`src/pcg32_dice_roller_defines.svh`:
```
// Assertion macros for the PCG32 die roller.
`ifndef PCG32_DICE_ROLLER_DEFINES_SVH
`define PCG32_DICE_ROLLER_DEFINES_SVH

`ifndef ASSERT_OFF

// Check a property on every clock edge outside reset.
`define PCGDR_ASSERT_AT(lbl, prop, msg) \
    lbl: assert property (@(posedge i_clk) disable iff (!i_rst_n) (prop)) else $error(msg);

// Check that a condition holds in the cycle after a trigger.
`define PCGDR_ASSERT_NEXT(lbl, trig, cons, msg) \
    lbl: assert property (@(posedge i_clk) disable iff (!i_rst_n) (trig) |=> (cons)) \
        else $error(msg);

`else

`define PCGDR_ASSERT_AT(lbl, prop, msg)
`define PCGDR_ASSERT_NEXT(lbl, trig, cons, msg)

`endif

`endif

```
`src/pcgdr_pkg.sv`:
```
`timescale 1ns / 1ps
// Shared types and constants of the PCG32 die roller.
package pcgdr_pkg;

    localparam logic [63:0] LCG_MULT = 64'h5851_F42D_4C95_7F2D;

    // XSH-RR output permutation
    localparam int XSH_SHIFT = 18;
    localparam int XSH_DROP  = 27;
    localparam int ROT_SHIFT = 59;
    localparam int ROT_W     = 5;

    localparam int DRAW_W  = 32;
    localparam int SIDES_W = 16;
    localparam int BYTE_W  = 8;
    localparam int POS_W   = 9;

    typedef enum logic [1:0] {
        MODE_ROLL,
        MODE_RAW,
        MODE_LOAD,
        MODE_RESTART
    } t_mode;

    typedef enum logic [1:0] {
        CFG_RNG_MODE,
        CFG_SEED,
        CFG_STREAM,
        CFG_SCRIPT_LEN
    } t_cfg_index;

    typedef enum logic [1:0] {
        LCG_STEP,
        LCG_RESEED,
        LCG_ADD_SEED
    } t_lcg_op;

    typedef struct packed {
        logic    go;
        t_lcg_op op;
    } t_lcg_req;

    typedef struct packed {
        logic              done;
        logic [DRAW_W-1:0] draw;
    } t_lcg_rsp;

    typedef enum logic [3:0] {
        S_IDLE,
        S_SCRIPT,
        S_THRESH,
        S_DRAW,
        S_MOD,
        S_RAW,
        S_RST_SEED,
        S_RST_STEP1,
        S_RST_ADD,
        S_RST_STEP2,
        S_EMIT
    } t_state;

endpackage

```
`src/pcgdr_mod.sv`:
```
`timescale 1ns / 1ps
// Bit-serial remainder unit: 32-bit dividend modulo a 16-bit divisor.
module pcgdr_mod
    import pcgdr_pkg::*;
(
    input  logic               i_clk,
    input  logic               i_rst_n,
    input  logic               i_start,
    input  logic [DRAW_W-1:0]  i_dividend,
    input  logic [SIDES_W-1:0] i_divisor,
    output logic               o_done,
    output logic [SIDES_W-1:0] o_rem
);

    localparam int CNT_W = $clog2(DRAW_W);

    logic [DRAW_W-1:0]  r_dvd, n_dvd;
    logic [SIDES_W-1:0] r_div, n_div;
    logic [SIDES_W-1:0] r_rem, n_rem;
    logic [CNT_W-1:0]   r_count, n_count;
    logic               r_busy, n_busy;
    logic               r_done, n_done;

    logic [SIDES_W:0]   trial;
    logic [SIDES_W:0]   diff;

    // one restoring step: shift in the next dividend bit, subtract if it fits
    always_comb begin
        trial = {r_rem, r_dvd[DRAW_W-1]};
        diff  = trial - {1'b0, r_div};
    end

    always_comb begin
        n_dvd   = r_dvd;
        n_div   = r_div;
        n_rem   = r_rem;
        n_count = r_count;
        n_busy  = r_busy;
        n_done  = 1'b0;
        if (r_busy) begin
            n_dvd   = {r_dvd[DRAW_W-2:0], 1'b0};
            n_rem   = diff[SIDES_W] ? trial[SIDES_W-1:0] : diff[SIDES_W-1:0];
            n_count = r_count - 1'b1;
            if (r_count == '0) begin
                n_busy = 1'b0;
                n_done = 1'b1;
            end
        end else if (i_start) begin
            n_dvd   = i_dividend;
            n_div   = i_divisor;
            n_rem   = '0;
            n_count = CNT_W'(DRAW_W - 1);
            n_busy  = 1'b1;
        end
    end

    always_ff @(posedge i_clk) begin
        if (!i_rst_n) begin
            r_busy  <= 1'b0;
            r_done  <= 1'b0;
            r_count <= '0;
        end else begin
            r_busy  <= n_busy;
            r_done  <= n_done;
            r_count <= n_count;
        end
    end

    always_ff @(posedge i_clk) begin
        r_dvd <= n_dvd;
        r_div <= n_div;
        r_rem <= n_rem;
    end

    assign o_done = r_done;
    assign o_rem  = r_rem;

endmodule

```
`config.mk`:
```
export PLATFORM = sky130hd
export DESIGN_NAME = pcgdr_mod
export DESIGN_NICKNAME = d
export VERILOG_FILES = /design/src/pcg32_dice_roller_defines.svh /design/src/pcgdr_pkg.sv /design/src/pcgdr_mod.sv
export SDC_FILE = /design/constraint.sdc
export NUM_CORES = 1
export LEC_CHECK = 0
export ABC_AREA = 1
export BUFFER_PORTS_ARGS = -buffer_cell sky130_fd_sc_hd__buf_2
export CAP_MARGIN = 10
export CORE_MARGIN = 5
export CORE_UTILIZATION = 50
export DETAILED_ROUTE_END_ITERATION = 8
export PLACE_DENSITY = 0.72
export SLEW_MARGIN = 20
export SYNTH_ARGS = -nofsm -noshare
export SYNTH_HDL_FRONTEND = slang
export SYNTH_SLANG_ARGS = --single-unit
```
`constraint.sdc`:
```
create_clock -name i_clk -period 2.8 [get_ports i_clk]
set_input_delay 0.42 -clock i_clk [delete_from_list [all_inputs] [get_ports i_clk]]
set_output_delay 0.42 -clock i_clk [all_outputs]
set_load 0.05 [all_outputs]
```
* Word-level counts from Yosys, hierarchy flattened *
Cells that the tools add are included.

cells by class
  add/subtract/negate cells = 2
  multiply operators = 0
  divide/modulo/power cells = 0
  order comparisons = 0
  equality and inequality tests = 0
  shift-type cells = 0
  mux-type cells = 11
  bitwise gates (word level) = 1
  reductions and logical operators = 4

operators with widths
  operator             number
  $mux 32              2
  $mux 16              3
  $sub 17x16->17       1
  $mux 5               2
  $logic_not 5->1      1
  $sub 5x1->5 const B  1
  $mux 1               4
  $reduce_and 2->1     2
  $reduce_bool 2->1    1
  $not 1->1            1

word-level totals
  register bits after elaboration = 71
  bits in latches = 0
  RAM bits = 0
  memory bits (read-only) = 0
  memories = 0

* Logic depth before layout (Yosys ltp) *
  depth after elaboration = 3
  gate-level depth with buffers = 15
  mapped depth without buffers = 14

* Worst setup path after synthesis *
No wires, ideal clock.

  path type = reg-to-reg
  from = register r_rem[0] (netlist: o_rem[0])
  to = register r_rem[11] (netlist: o_rem[11]), data pin
  library setup time = 253 ps
  data arrival time = 2146 ps
  path slack = 401 ps
  cell stages (with the launch flop) = 14
  buffers on the path = 1
  cells stage by stage = edfxtp_1 > inv_1 > fa_1 > inv_1 > nand2_1 > nand2_1 > nand3_1 > nand2_2 > nand2_2 > nand3_2 > buf_2 > nand3_1 > nand2_1 > nor2_1

on the way
  word-level cells in the longest chain between the ends = 3

ends and longest elaborated chain
  item                      RTL line         source
  start: declaration        pcgdr_mod.sv:19  logic [SIDES_W-1:0] r_rem, n_rem;
  start signal: assignment  pcgdr_mod.sv:72  r_rem <= n_rem;
  $sub 17x16->17            pcgdr_mod.sv:30  diff = trial - {1'b0, r_div};
  $mux 16                   pcgdr_mod.sv:42  n_rem = diff[SIDES_W] ? trial[SIDES_W-1:0] : diff[SIDES_W-1:0];
  $mux 16                   pcgdr_mod.sv:40  if (r_busy) begin

Every way passes these cells.
A chain may end at the register's enable or synchronous reset.

* Final worst setup path *
  from = register r_dvd[31]
  to = register r_rem[1] (netlist: o_rem[1]), data pin

on the way
  word-level cells in the longest chain between the ends = 3

ends and longest elaborated chain
  item                      RTL line         source
  start: declaration        pcgdr_mod.sv:17  logic [DRAW_W-1:0] r_dvd, n_dvd;
  start signal: assignment  pcgdr_mod.sv:70  r_dvd <= n_dvd;
  $sub 17x16->17            pcgdr_mod.sv:30
  $mux 16                   pcgdr_mod.sv:42
  $mux 16                   pcgdr_mod.sv:40

Every way passes these cells.

==> flow_summary.toml <==
[placed_design]
hpwl_mm = 5.596
place_congestion = 0.8496
pre_cts_ws_ns = 0.4768
portBuffers = 67

[timing]
finalHoldViolations = 0
setup_viol_count_final = 0
fmax_mhz = 429.6
tns_ns = 0
fin_crit_sh_pct = 83.14
period_minus_slack_ns = 2.328
worst_slack_ns = 0.4722
slew-limit-headroom_pct = 38.31
slew_viol_final = 0
clock_skew_ns = 0.01074
rsz0062_at_grt = "false"
worstMarginPinSlew_ns = 0.9240

[power]
peakVddDrop_mv = 0.3056
p_int_mw = 2.001
comb_power_share_pct = 30.1
clockPowerShare_pct = 25.8
p_switching_mw = 1.103
finalPower_mw = 3.104
sequentialPowerShare_pct = 44.1
p_leak_nw = 2.334
power_density_nw_per_um2 = 678.3
swShare_pct = 35.54

[run]
cap_viol_max_count = 0

[setup_path]
start_kind = "register"
slowest_delay_ns = 0.40
crit_fanout = 14
cp_slowest_cell = "fa_1"
crit_path_frequent_cell = "nand2_1"
cp_data_arrival_time_ns = 2.43
cp.required_ns = 2.90
worstSetupEndpointType = "register"
cp_cell_sequence = "inv_1 -> ha_1 -> fa_1 -> inv_1 -> nand2_1 -> nand2_1 -> nand3_1 -> nand2_2 -> nand2_2 -> nand3_2 -> nand2_1 -> nor2_1 -> nor2_1"
path_class = "register to register"

[clocking]
clk_latency_ns = 0.34
cts_buffer_depth = 2
cts_tree = "yes"
post-cts-setup-buffer-count = 0
cts_resized = 0
clkTransAtPathRegs_ns = 0.08
htree_num_levels = 3
clkSinkCount = 71
holdBufCountCts = 0
numCtsBuffers = 9
cts_root_buf = "clkbuf_8"

[drt]
totalWireLength_mm = 8.004
post_drt_wl_per_cell_um = 12.97
dr.pass1.iters = 5
drtAntennaViolNets = 0
route.detailed.drc = 0
via_count = 3084
drt-vias-per-instance = 4.998
drt_iter0_drc = 215

[synth]
synth_top_family_by_area = "simple AND/OR/NAND/NOR gates"
synth_most_common_cell = "nand2_1"
synth_edf_count = 63
avgSynthCellArea_um2 = 8.982
synth_warnings = 0
synth_simple_gate_area_share_pct = 21.18
synthTopCellsByCount = "109 x nand2_1, 83 x inv_1, 63 x edfxtp_1"
ys_ff_latch = 71
synthAdderAreaFrac_pct = 6.177
synthXorXnorAreaFrac_pct = 1.544
ys_async_sr_fraction_pct = 0
synth_compound_area_share_pct = 9.675
synth_cell_types = 29
syn-cell-area_um2 = 3970
syn_nets = 512
synth-main-ff-cell = "edfxtp_1"
synth_top_area_share_pct = 47.65
synth_seq_area_share_pct = 51.69
ys_top_cells_by_area = "edfxtp_1 48%, nand2_1 10%, inv_1 7.8%, a22o_1 6.6%, ha_1 5.7%"
yosys.area.top_type = "edfxtp_1"
synthMuxAreaShare_pct = 0
synth_cells = 442

[floorplan]
core_um2 = 7727
die_w_um = 99.11
rows = 32
die_h_um = 99.11
num_io_pins = 68
die_area_um2 = 9822
initial_core_util_pct = 51.38

[global_routing]
grt_pass1_wl_mm = 13.27
grt_pass1_vias = 2893
overflow = 0
grt_max_degree = 52
antenna_found_initial = 0
grt.total_usage_pct = 16.85

[layout]
diodes = 0
syn2layout_area_growth_pct = 15.25
drive_above_1_share_pct = 19.03
fillers = 695
finalNetCount = 580

[run_status]
status = "finished, final reports clean"

[worst_hold_path]
hold_path_class = "input pin to register"
sequential cells by signal, indices dropped and copies added (netlist names):
register,count
r_div,16
r_busy,1
r_count,5
o_done,1
o_rem,16
r_dvd,32
placed cells by master (no fill, tap or decap), drive strengths merged:
cell	n
a221oi	1
nand2	116
clkbuf	11
nor3	8
xor2	6
ha	18
a211oi	2
inv	88
nor4	1
nand3	28
or2	1
xnor2	1
nor2	42
nand3b	1
a21oi	13
edfxtp	63
fa	1
clkinv	3
buf	69
dfxtp	8
o22ai	1
o21ai	3
a22o	30
cell type report:
type | count | area [µm²] | area share (%)
sequential | 71 | 2052 | 44.85
multi-input combinational | 273 | 1531 | 33.47
timing repair buffer | 69 | 350.3 | 7.657
inverter | 86 | 322.8 | 7.055
clock buffer | 11 | 152.6 | 3.336
tap | 102 | 127.6 | 2.789
clock inverter | 5 | 38.79 | 0.8477
critical path, delay by kind of cell (launching register included):
kind | cells | cell delay [ns]
DFF | 1 | 0.35
adders and majority gates | 2 | 0.61
buffers and inverters | 2 | 0.13
and+or+nand+nor | 9 | 1.01
per-layer routing:
metal	vias to the layer above	routed length, µm	GRT usage [%]
met1	1400	3691	22.61
met4	0	55	4.412
met3	7	548	5.049
met5	-	0	0
li1	1580	-	-
met2	97	3709	26.81
power groups by stage:
stage / logic (mW) / clock network (mW) / registers (mW)
floorplan: 0.621 / 0 / 1.50
global placement: 0.920 / 0 / 1.39
detailed placement: 0.938 / 0 / 1.39
CTS: 0.940 / 0.825 / 1.37
global route: 1.05 / 0.879 / 1.38
finish: 0.934 / 0.800 / 1.37
cell families (layout without fill, tap and decap cells):
family,count (synthesis),after routing
AOI/OAI and AO/OA,50,50
xor gates and xnor gates,7,7
adders and majority gates,19,19
buffers and inverters,98,171
DFF,71,71
and+or+nand+nor,197,197
per-stage QoR:
stage / util [%] / hold slack [ns] / std cells / cell area, µm²
CTS: 59.21 / 0.2341 / 617 / 4576
detailed placement: 56.74 / 0.4847 / 601 / 4384
global placement: 56.74 / 0.4561 / 601 / 4384
global route: 59.21 / 0.2300 / 617 / 4576
floorplan: - / 0.4427 / 442 / 3970
finish: 59.21 / 0.2483 / 617 / 4576
worst paths after layout:
check,start,endpoint,slack (ns),cells after the start
setup reg to reg,r_dvd[31],o_rem[1],0.47,13
setup / recovery,r_dvd[31],o_rem[1],0.47,13
hold reg to reg,r_dvd[0],r_dvd[0],0.50,2
hold / removal,i_divisor[8],r_div[8],0.25,1
Note: power is estimated with default switching activity, not from simulation.
