[config.mk]
export PLATFORM = sky130hd
export DESIGN_NAME = pcgdr_lcg
export DESIGN_NICKNAME = d
export VERILOG_FILES = /design/src/pcg32_dice_roller_defines.svh /design/src/pcgdr_pkg.sv /design/src/pcgdr_lcg.sv
export SDC_FILE = /design/constraint.sdc
export NUM_CORES = 2
export LEC_CHECK = 0
export ABC_AREA = 0
export BUFFER_PORTS_ARGS = -buffer_cell sky130_fd_sc_hd__clkbuf_2
export CAP_MARGIN = 20
export CORE_AREA = 3 3 254 256
export CTS_CLUSTER_DIAMETER = 80
export CTS_CLUSTER_SIZE = 30
export DETAILED_ROUTE_END_ITERATION = 7
export DIE_AREA = 0 0 257 259
export MAX_ROUTING_LAYER = met4
export PLACE_DENSITY = 0.95
export SETUP_SLACK_MARGIN = 0.3
export SYNTH_ARGS = -nofsm -noshare
export SYNTH_HDL_FRONTEND = slang
export SYNTH_SLANG_ARGS = --single-unit
[constraint.sdc]
create_clock -name i_clk -period 19.2 [get_ports i_clk]
set_input_delay 1.92 -clock i_clk [delete_from_list [all_inputs] [get_ports i_clk]]
set_output_delay 1.92 -clock i_clk [all_outputs]
set_load 0.03 [all_outputs]
[src/pcg32_dice_roller_defines.svh]
// Assertion macros for the PCG32 die roller.
`ifndef PCG32_DICE_ROLLER_DEFINES_SVH
`define PCG32_DICE_ROLLER_DEFINES_SVH

`ifndef ASSERT_OFF

// Check a property on every clock edge outside reset.
`define PCGDR_ASSERT_AT(lbl, prop, msg) \
    lbl: assert property (@(posedge i_clk) disable iff (!i_rst_n) (prop)) else $error(msg);

// Check that a condition holds in the cycle after a trigger.
`define PCGDR_ASSERT_NEXT(lbl, trig, cons, msg) \
    lbl: assert property (@(posedge i_clk) disable iff (!i_rst_n) (trig) |=> (cons)) \
        else $error(msg);

`else

`define PCGDR_ASSERT_AT(lbl, prop, msg)
`define PCGDR_ASSERT_NEXT(lbl, trig, cons, msg)

`endif

`endif

[src/pcgdr_pkg.sv]
`timescale 1ns / 1ps
// Shared types and constants of the PCG32 die roller.
package pcgdr_pkg;

    localparam logic [63:0] LCG_MULT = 64'h5851_F42D_4C95_7F2D;

    // XSH-RR output permutation
    localparam int XSH_SHIFT = 18;
    localparam int XSH_DROP  = 27;
    localparam int ROT_SHIFT = 59;
    localparam int ROT_W     = 5;

    localparam int DRAW_W  = 32;
    localparam int SIDES_W = 16;
    localparam int BYTE_W  = 8;
    localparam int POS_W   = 9;

    typedef enum logic [1:0] {
        MODE_ROLL,
        MODE_RAW,
        MODE_LOAD,
        MODE_RESTART
    } t_mode;

    typedef enum logic [1:0] {
        CFG_RNG_MODE,
        CFG_SEED,
        CFG_STREAM,
        CFG_SCRIPT_LEN
    } t_cfg_index;

    typedef enum logic [1:0] {
        LCG_STEP,
        LCG_RESEED,
        LCG_ADD_SEED
    } t_lcg_op;

    typedef struct packed {
        logic    go;
        t_lcg_op op;
    } t_lcg_req;

    typedef struct packed {
        logic              done;
        logic [DRAW_W-1:0] draw;
    } t_lcg_rsp;

    typedef enum logic [3:0] {
        S_IDLE,
        S_SCRIPT,
        S_THRESH,
        S_DRAW,
        S_MOD,
        S_RAW,
        S_RST_SEED,
        S_RST_STEP1,
        S_RST_ADD,
        S_RST_STEP2,
        S_EMIT
    } t_state;

endpackage

[src/pcgdr_lcg.sv]
`timescale 1ns / 1ps
// PCG32 generator: 64-bit LCG stepped on one shared 32x32 multiplier.
module pcgdr_lcg
    import pcgdr_pkg::*;
(
    input  logic           i_clk,
    input  logic           i_rst_n,
    input  t_lcg_req       i_req,
    input  logic [63:0]    i_seed,
    input  logic [62:0]    i_stream,
    output t_lcg_rsp       o_rsp
);

    localparam logic [2:0] PH_LAST = 3'd4;

    logic [63:0]       r_state, n_state;
    logic [63:0]       r_inc, n_inc;
    logic [63:0]       r_prod, n_prod;
    logic [63:0]       r_acc, n_acc;
    logic [2:0]        r_phase, n_phase;
    logic              r_busy, n_busy;
    logic              r_done, n_done;
    logic [DRAW_W-1:0] r_draw, n_draw;

    logic [31:0]       mul_a;
    logic [31:0]       mul_b;
    logic [63:0]       mul_p;

    // XSH-RR permutation of the old state
    function automatic logic [DRAW_W-1:0] xsh_rr(input logic [63:0] old);
        logic [63:0]       mixed;
        logic [DRAW_W-1:0] xs;
        logic [ROT_W-1:0]  rot;
        logic [63:0]       twice;
        mixed = ((old >> XSH_SHIFT) ^ old) >> XSH_DROP;
        xs    = mixed[DRAW_W-1:0];
        rot   = old[ROT_SHIFT +: ROT_W];
        twice = {xs, xs} >> rot;
        return twice[DRAW_W-1:0];
    endfunction

    // pick the partial product for this phase
    always_comb begin
        mul_a = (r_phase == 3'd2) ? r_state[63:32] : r_state[31:0];
        mul_b = (r_phase == 3'd1) ? LCG_MULT[63:32] : LCG_MULT[31:0];
    end

    assign mul_p = mul_a * mul_b;

    // sequence the multiply-add and the reseed and seed-add commands
    always_comb begin
        n_state = r_state;
        n_inc   = r_inc;
        n_prod  = r_prod;
        n_acc   = r_acc;
        n_phase = r_phase;
        n_busy  = r_busy;
        n_done  = 1'b0;
        n_draw  = r_draw;
        if (r_busy) begin
            n_phase = r_phase + 3'd1;
            case (r_phase)
                3'd0: begin
                    n_prod = mul_p;
                end
                3'd1: begin
                    n_acc  = r_prod;
                    n_prod = mul_p;
                end
                3'd2: begin
                    n_acc[63:32] = r_acc[63:32] + r_prod[31:0];
                    n_prod       = mul_p;
                end
                3'd3: begin
                    n_acc[63:32] = r_acc[63:32] + r_prod[31:0];
                end
                default: begin
                    n_state = r_acc + r_inc;
                    n_busy  = 1'b0;
                    n_done  = 1'b1;
                end
            endcase
            if (r_phase == PH_LAST) begin
                n_phase = '0;
            end
        end else if (i_req.go) begin
            case (i_req.op)
                LCG_STEP: begin
                    n_draw  = xsh_rr(r_state);
                    n_busy  = 1'b1;
                    n_phase = '0;
                end
                LCG_RESEED: begin
                    n_state = '0;
                    n_inc   = {i_stream, 1'b1};
                    n_done  = 1'b1;
                end
                LCG_ADD_SEED: begin
                    n_state = r_state + i_seed;
                    n_done  = 1'b1;
                end
                default: begin
                    n_done = 1'b1;
                end
            endcase
        end
    end

    always_ff @(posedge i_clk) begin
        if (!i_rst_n) begin
            r_state <= '0;
            r_inc   <= 64'd1;
            r_phase <= '0;
            r_busy  <= 1'b0;
            r_done  <= 1'b0;
        end else begin
            r_state <= n_state;
            r_inc   <= n_inc;
            r_phase <= n_phase;
            r_busy  <= n_busy;
            r_done  <= n_done;
        end
    end

    // datapath holds need no reset
    always_ff @(posedge i_clk) begin
        r_prod <= n_prod;
        r_acc  <= n_acc;
        r_draw <= n_draw;
    end

    assign o_rsp.done = r_done;
    assign o_rsp.draw = r_draw;

endmodule

After elaboration in Yosys (flattened, before gate mapping)
Cells that the tools add are included.
W data, S select, Z words.
{"block": "totals", "register_bits": 292}
{"block": "op_classes", "add_sub_neg": 4, "mul": 1, "n_eq_ne": 7, "shift": 1, "n_mux": 19, "bitwise_logic": 2, "n_reduce_logical": 16}
{"operator": "$mux W64", "n": 3}
{"operator": "$add A64 B64 Y64", "n": 2}
{"operator": "$pmux W64 S2", "n": 1}
{"operator": "$pmux W32 S2", "n": 1}
{"operator": "$shr A64 B5 Y32", "n": 1}
{"operator": "$mul A32 B31 Y63", "n": 1}
{"operator": "$xor A46 B59 Y59", "n": 1}
{"operator": "$add A32 B32 Y32", "n": 1}
{"operator": "$mux W32", "n": 1}
{"operator": "$mux W29", "n": 1}
{"operator": "$mux W3", "n": 4}
{"operator": "$reduce_and A3 Y1", "n": 3}
{"operator": "$mux W1", "n": 8}
{"operator": "$reduce_and A2 Y1", "n": 4}
{"operator": "$eq A3 B2 Y1 const B", "n": 2}
{"operator": "$reduce_bool A2 Y1", "n": 3}
{"operator": "$reduce_or A4 Y1", "n": 1}
{"operator": "$add A3 B1 Y3 const B", "n": 1}
{"operator": "$eq A3 B1 Y1 const B", "n": 1}
{"operator": "$eq A3 B3 Y1 const B", "n": 1}
{"operator": "$logic_not A3 Y1", "n": 1}
{"operator": "$reduce_bool A3 Y1", "n": 1}
{"operator": "$reduce_or A3 Y1", "n": 1}
{"operator": "$eq A2 B1 Y1 const B", "n": 1}
{"operator": "other kinds (5)", "n": 5}

Logic depth before layout (Yosys ltp)
{"block": "depth", "ltp_word": 4, "ltp_mapped": 39, "ltp_nobuf": 36}

Least setup slack after synthesis
Ideal clock, no wire load.
{"block": "synth_timing", "kind": "reg-to-reg", "from": "register r_phase[0]", "to": "register r_prod[51] (data pin)", "setup_ps": 258, "arrival_ps": 9537, "t_required_ps": 18942, "path_slack_ps": 9405, "stages_incl_launch_ff": 33, "n_path_buf": 5, "path_cell_list": "dfxtp_1 -> inv_1 -> ha_1 -> nor2b_1 -> clkbuf_1 -> buf_2 -> buf_1 -> buf_1 -> mux2i_1 -> inv_1 -> fa_1 -> fa_1 -> inv_1 -> fa_1 -> inv_1 -> fa_1 -> fa_1 -> fa_1 -> fa_1 -> fa_1 -> ha_1 -> clkbuf_1 -> nand2_1 -> o21ai_0 -> a21oi_1 -> o21ai_0 -> o21ai_1 -> a2111oi_0 -> o211ai_1 -> a31oi_1 -> a311o_1 -> a21oi_1 -> xnor2_1"}
{"block": "synth_via", "elab_chain_cells": 3}
{"element": "start, declared", "line_no": "pcgdr_lcg.sv:20", "source": "logic [2:0] r_phase, n_phase;"}
{"element": "start signal, assigned", "line_no": "pcgdr_lcg.sv:119", "source": "r_phase <= n_phase;"}
{"element": "$eq A3 B2 Y1 / $eq A3 B1 Y1 (equally long branches)", "line_no": "pcgdr_lcg.sv:44, pcgdr_lcg.sv:45"}
{"element": "$mux W32 / $mux W29 (equally long branches)", "line_no": "pcgdr_lcg.sv:44, pcgdr_lcg.sv:45"}
{"element": "$mul A32 B31 Y63 *", "line_no": "pcgdr_lcg.sv:48", "source": "assign mul_p = mul_a * mul_b;"}
{"element": "net mul_p[51]", "line_no": "pcgdr_lcg.sv:27", "source": "logic [63:0] mul_p;"}
{"element": "end signal, assigned", "line_no": "pcgdr_lcg.sv:127", "source": "r_prod <= n_prod;"}
{"element": "end, declared", "line_no": "pcgdr_lcg.sv:18", "source": "logic [63:0] r_prod, n_prod;"}
Mark *: on every way through the listed nets, which the timed path passes. The rest lies on a longest branch.
A chain may end at the register's enable or synchronous reset.

Final worst setup path
Ends and elaborated chain as after synthesis.

==> out/metrics.sh <==
RUN_STATUS='finished, final reports clean'
ADDER_AND_MAJORITY_CELL_FRACTION_OF_THE_SYNTHESIZED_AREA_PCT=41.2
SYNTH_COMPOUND_GATE_AREA_SHARE_PCT=15.3
FMAXACHIEVABLE_MHz=96.2
POST-CTS-SETUP-BUFFER-COUNT=0
DP_HPWL_MM=116
FINALHOLDVIOLATIONS=0
NETLIST_TOP_CELLS_AREA='sky130_fd_sc_hd__fa_1 (25%), sky130_fd_sc_hd__ha_1 (17%), sky130_fd_sc_hd__edfxtp_1 (11%)'
TOTAL_CORE_AREA_UM2=62700
WORST_PIN_SLEW_NS=0.910
SYNTH.MUX.AREA_FRACTION_PCT=2.69
POSTSYNTH.ASYNCRESETSHARE_PCT=0
NUM-FILL-CELLS=4528
NUMPORTBUFFERS=164
GRT_PASS1_VIAS=36875
BUFFER_CELL_DRIVING_THE_CLOCK_TREE_ROOT='sky130_fd_sc_hd__clkbuf_16'
SYN-CELL-AREA_UM2=43700
CTS_HTREE_LEVELS=1
FINALNONFILLERCELLS=5758
STARTING_DENSITY_PCT=69.6
DR.PASS1.ITERS=7
POSTSYNTHAREAPERCELL_UM2=9.08
GRTUSAGETOTAL_PCT=42.7
GRT_PASS1_WL_MM=210
ROUTED_WIRELENGTH_MM=139
ROUTE.ANTENNA.REMAINING_NETS=0
FINAL_LAYOUT_SIZE_SUFFIX_GT1_SHARE_PCT=6.68
YS_FF_LATCH=291
TIMING.CRITICAL_PATH.FROM_TYPE='flop'
SYNTH.YOSYS.SEQ_AREA_SHARE_PCT=17.0
YOSYSTOPAREACELLSHARE_PCT=24.6
FIRST_ITER_VIOLATIONS=4258
MAX_STAGE_DELAY_NS=0.75
SYNTH_SIMPLE_GATE_AREA_SHARE_PCT=11.0
YS_DOMINANT_REG_CELL='sky130_fd_sc_hd__edfxtp_1'
GRT_MAX_DEGREE=83
PATH_BUF_INV=10
CTS_NUM_SINKS=291
TIMING.SETUP.CRITICAL_PATH_CLASS='flop to flop'
CTS_TREE='done'
POST-ROUTE-PERIOD-UTIL_PCT=54.2
FAMILY_OF_CELLS_WITH_THE_GREATEST_SUMMED_DELAY_ON_THE_CRITICAL_PATH='adder cells'
MAX-CLOCK-PATH-BUFFERS=3
POST_CTS_RESIZED=0
HOLD_PATH_CLASS='flop to flop'
CRITPATHARRIVALTIME_NS=10.68
MOST_FREQUENT_CELLS_AFTER_SYNTHESIS='sky130_fd_sc_hd__inv_1 (774), sky130_fd_sc_hd__ha_1 (580), sky130_fd_sc_hd__fa_1 (537)'
NUMBER_OF_FLOPS_MAPPED_TO_ENABLE_CELLS_BY_YOSYS=159
SYNTH_WARNINGS=0
ANTENNA_CELLS=0
CORE.ROWCOUNT=92
POST_SYNTH_INST_COUNT=4809
FINAL.SETUP.TNS_NS=0
TIMING.CRITICAL_PATH.TO_TYPE='flop'
CRIT_REQUIRED_NS=19.49
DESIGN.DIE.AREA_UM2=66600
YOSYSTOPAREACELL='sky130_fd_sc_hd__fa_1'
FINCLKSKEW_NS=0.0281
SYNTHMOSTINSTANTIATEDCELL='sky130_fd_sc_hd__inv_1'
POST_CTS_HOLD_BUFFER_COUNT=0
CRITICAL_PATH_PEAK_FANOUT=13
VIAS=36431
PERIOD_MINUS_SLACK_NS=10.40
IOS=165
MAXSLEWHEADROOM_PCT=39.1
ANTENNA_FOUND_INITIAL=2
FP.DIEH_UM=259
DP.CELLS=5732
MAXCAPVIOLATIONS=0
DIE_WIDTH_UM=257
CLKTRANSATPATHREGS_NS=0.12
DETAIL_ROUTE.DRC_VIOLATIONS=0
GRT-OVFL-TOTAL=0
CTS_INSERTED_BUFFERS=14
YOSYS.CELL_TYPES.COUNT=87
WL_PER_CELL_UM=24.1
RSZ_0062_RAISED_AFTER_GLOBAL_ROUTING='false'
SETUP_VIOLATIONS=0
TIMING.CRITICAL_PATH.MODE_CELL='sky130_fd_sc_hd__inv_1'
CLOCK_LATENCY_REPORTED_FOR_THE_LATE_SIDE_OF_THE_WORST_SKEW_PAIR_NS=0.54
MAIN_COMBINATIONAL_CELL_FAMILY_BY_AREA_AFTER_SYNTHESIS='adder cells'
POST_SYNTHESIS_SHARE_OF_CELL_AREA_SPENT_ON_XOR_AND_XNOR_GATES_PCT=4.55
FINAL-MAX-SLEW-VIOLATION-COUNT=0
VIAS_PER_CELL=6.33
CRIT_PATH_TOP_DELAY_CELL='sky130_fd_sc_hd__nor3_1'
SYN_TO_FINAL_GROWTH_PCT=5.31
REG2REG_SLACK_NS=8.80
PLACE_CONGESTION=1.06
NETS=6153
==> through the flow <==
step	hold WS [ns]	area (µm²)	utilization, %	setup WS, ns
6_report	0.480	46000	73.3	8.80
2_1_floorplan	0.433	43800	-	9.40
5_1_grt	0.502	46000	73.3	8.28
3_3_place_gp	0.456	45500	72.5	9.26
3_5_place_dp	0.465	45500	72.5	9.04
4_1_cts	0.482	46000	73.3	9.00
==> worst reg2reg max path, delay by kind of cell, from the launching register on <==
kind / cells / cell delay [ns]
compound gates: 8 / 2.52
simple gates: 5 / 1.64
mux: 1 / 0.51
buf+inv: 10 / 1.00
fa+ha+maj: 10 / 4.01
xor+xnor: 1 / 0.13
flops: 1 / 0.37
==> layer usage <==
layer | share of wire, % | global-route usage, %
met4 | 8.9 | 29.5
met5 | 0 | -
met2 | 45 | 67.2
met1 | 36 | 50.2
met3 | 9.8 | 7.56
==> path summary, 6_finish.rpt <==
kind,start,endpoint,cells past startpoint
worst min-delay path,r_inc[58],r_inc[58],2
worst max register to register,r_phase[0],r_prod[51],35
worst min register to register,r_inc[58],r_inc[58],2
worst max-delay path,r_phase[0],r_prod[51],35
==> registers in the layout, indices dropped and copies added, names as in the netlist <==
name and count:
r_acc 64, r_state 64, r_inc 63, r_prod 63, r_draw 32, r_phase 3
r_busy 1, r_done 1
==> logic make-up after synthesis <==
family	count (synthesis)
muxes	109
buffers and inverters	954
adders and majority gates	1117
and+or+nand+nor	1072
DFF	291
xor gates and xnor gates	227
other	2
AOI/OAI and AO/OA	1037
==> placed cells by master, fill, tap and decap left out, types with 27 or more instances in the layout <==
master and count:
sky130_fd_sc_hd__and3_1 31, sky130_fd_sc_hd__xnor2_1 142, sky130_fd_sc_hd__a221oi_1 50, sky130_fd_sc_hd__nand4_1 44, sky130_fd_sc_hd__o21bai_1 42, sky130_fd_sc_hd__nand2_1 427, sky130_fd_sc_hd__dfxtp_1 131, sky130_fd_sc_hd__nor2_1 321
sky130_fd_sc_hd__fa_1 537, sky130_fd_sc_hd__a21boi_0 71, sky130_fd_sc_hd__mux2_2 27, sky130_fd_sc_hd__edfxtp_1 159, sky130_fd_sc_hd__ha_1 580, sky130_fd_sc_hd__conb_1 31, sky130_fd_sc_hd__buf_4 57, sky130_fd_sc_hd__inv_1 774
sky130_fd_sc_hd__nor2b_1 27, sky130_fd_sc_hd__o21ai_0 237, sky130_fd_sc_hd__mux2i_1 76, sky130_fd_sc_hd__xor2_1 85, sky130_fd_sc_hd__nand2b_1 30, sky130_fd_sc_hd__nor3_1 35, sky130_fd_sc_hd__a21oi_1 280, sky130_fd_sc_hd__a31oi_1 33
sky130_fd_sc_hd__clkbuf_2 163, sky130_fd_sc_hd__a21o_1 134, sky130_fd_sc_hd__nand3_1 46
==> cell type report <==
type | instances | area, µm² | area share (%)
well taps | 846 | 1060 | 2.30
repair buffers | 220 | 1240 | 2.70
flip-flops and latches | 291 | 7420 | 16.1
clock inverters | 4 | 70.1 | 0.152
inverters | 784 | 2940 | 6.40
multi-input cells | 3593 | 32800 | 71.4
clock buffers | 20 | 415 | 0.903
Power is not shown: default switching activity piles up to over one toggle a cycle in this logic, so the estimate is an artifact.
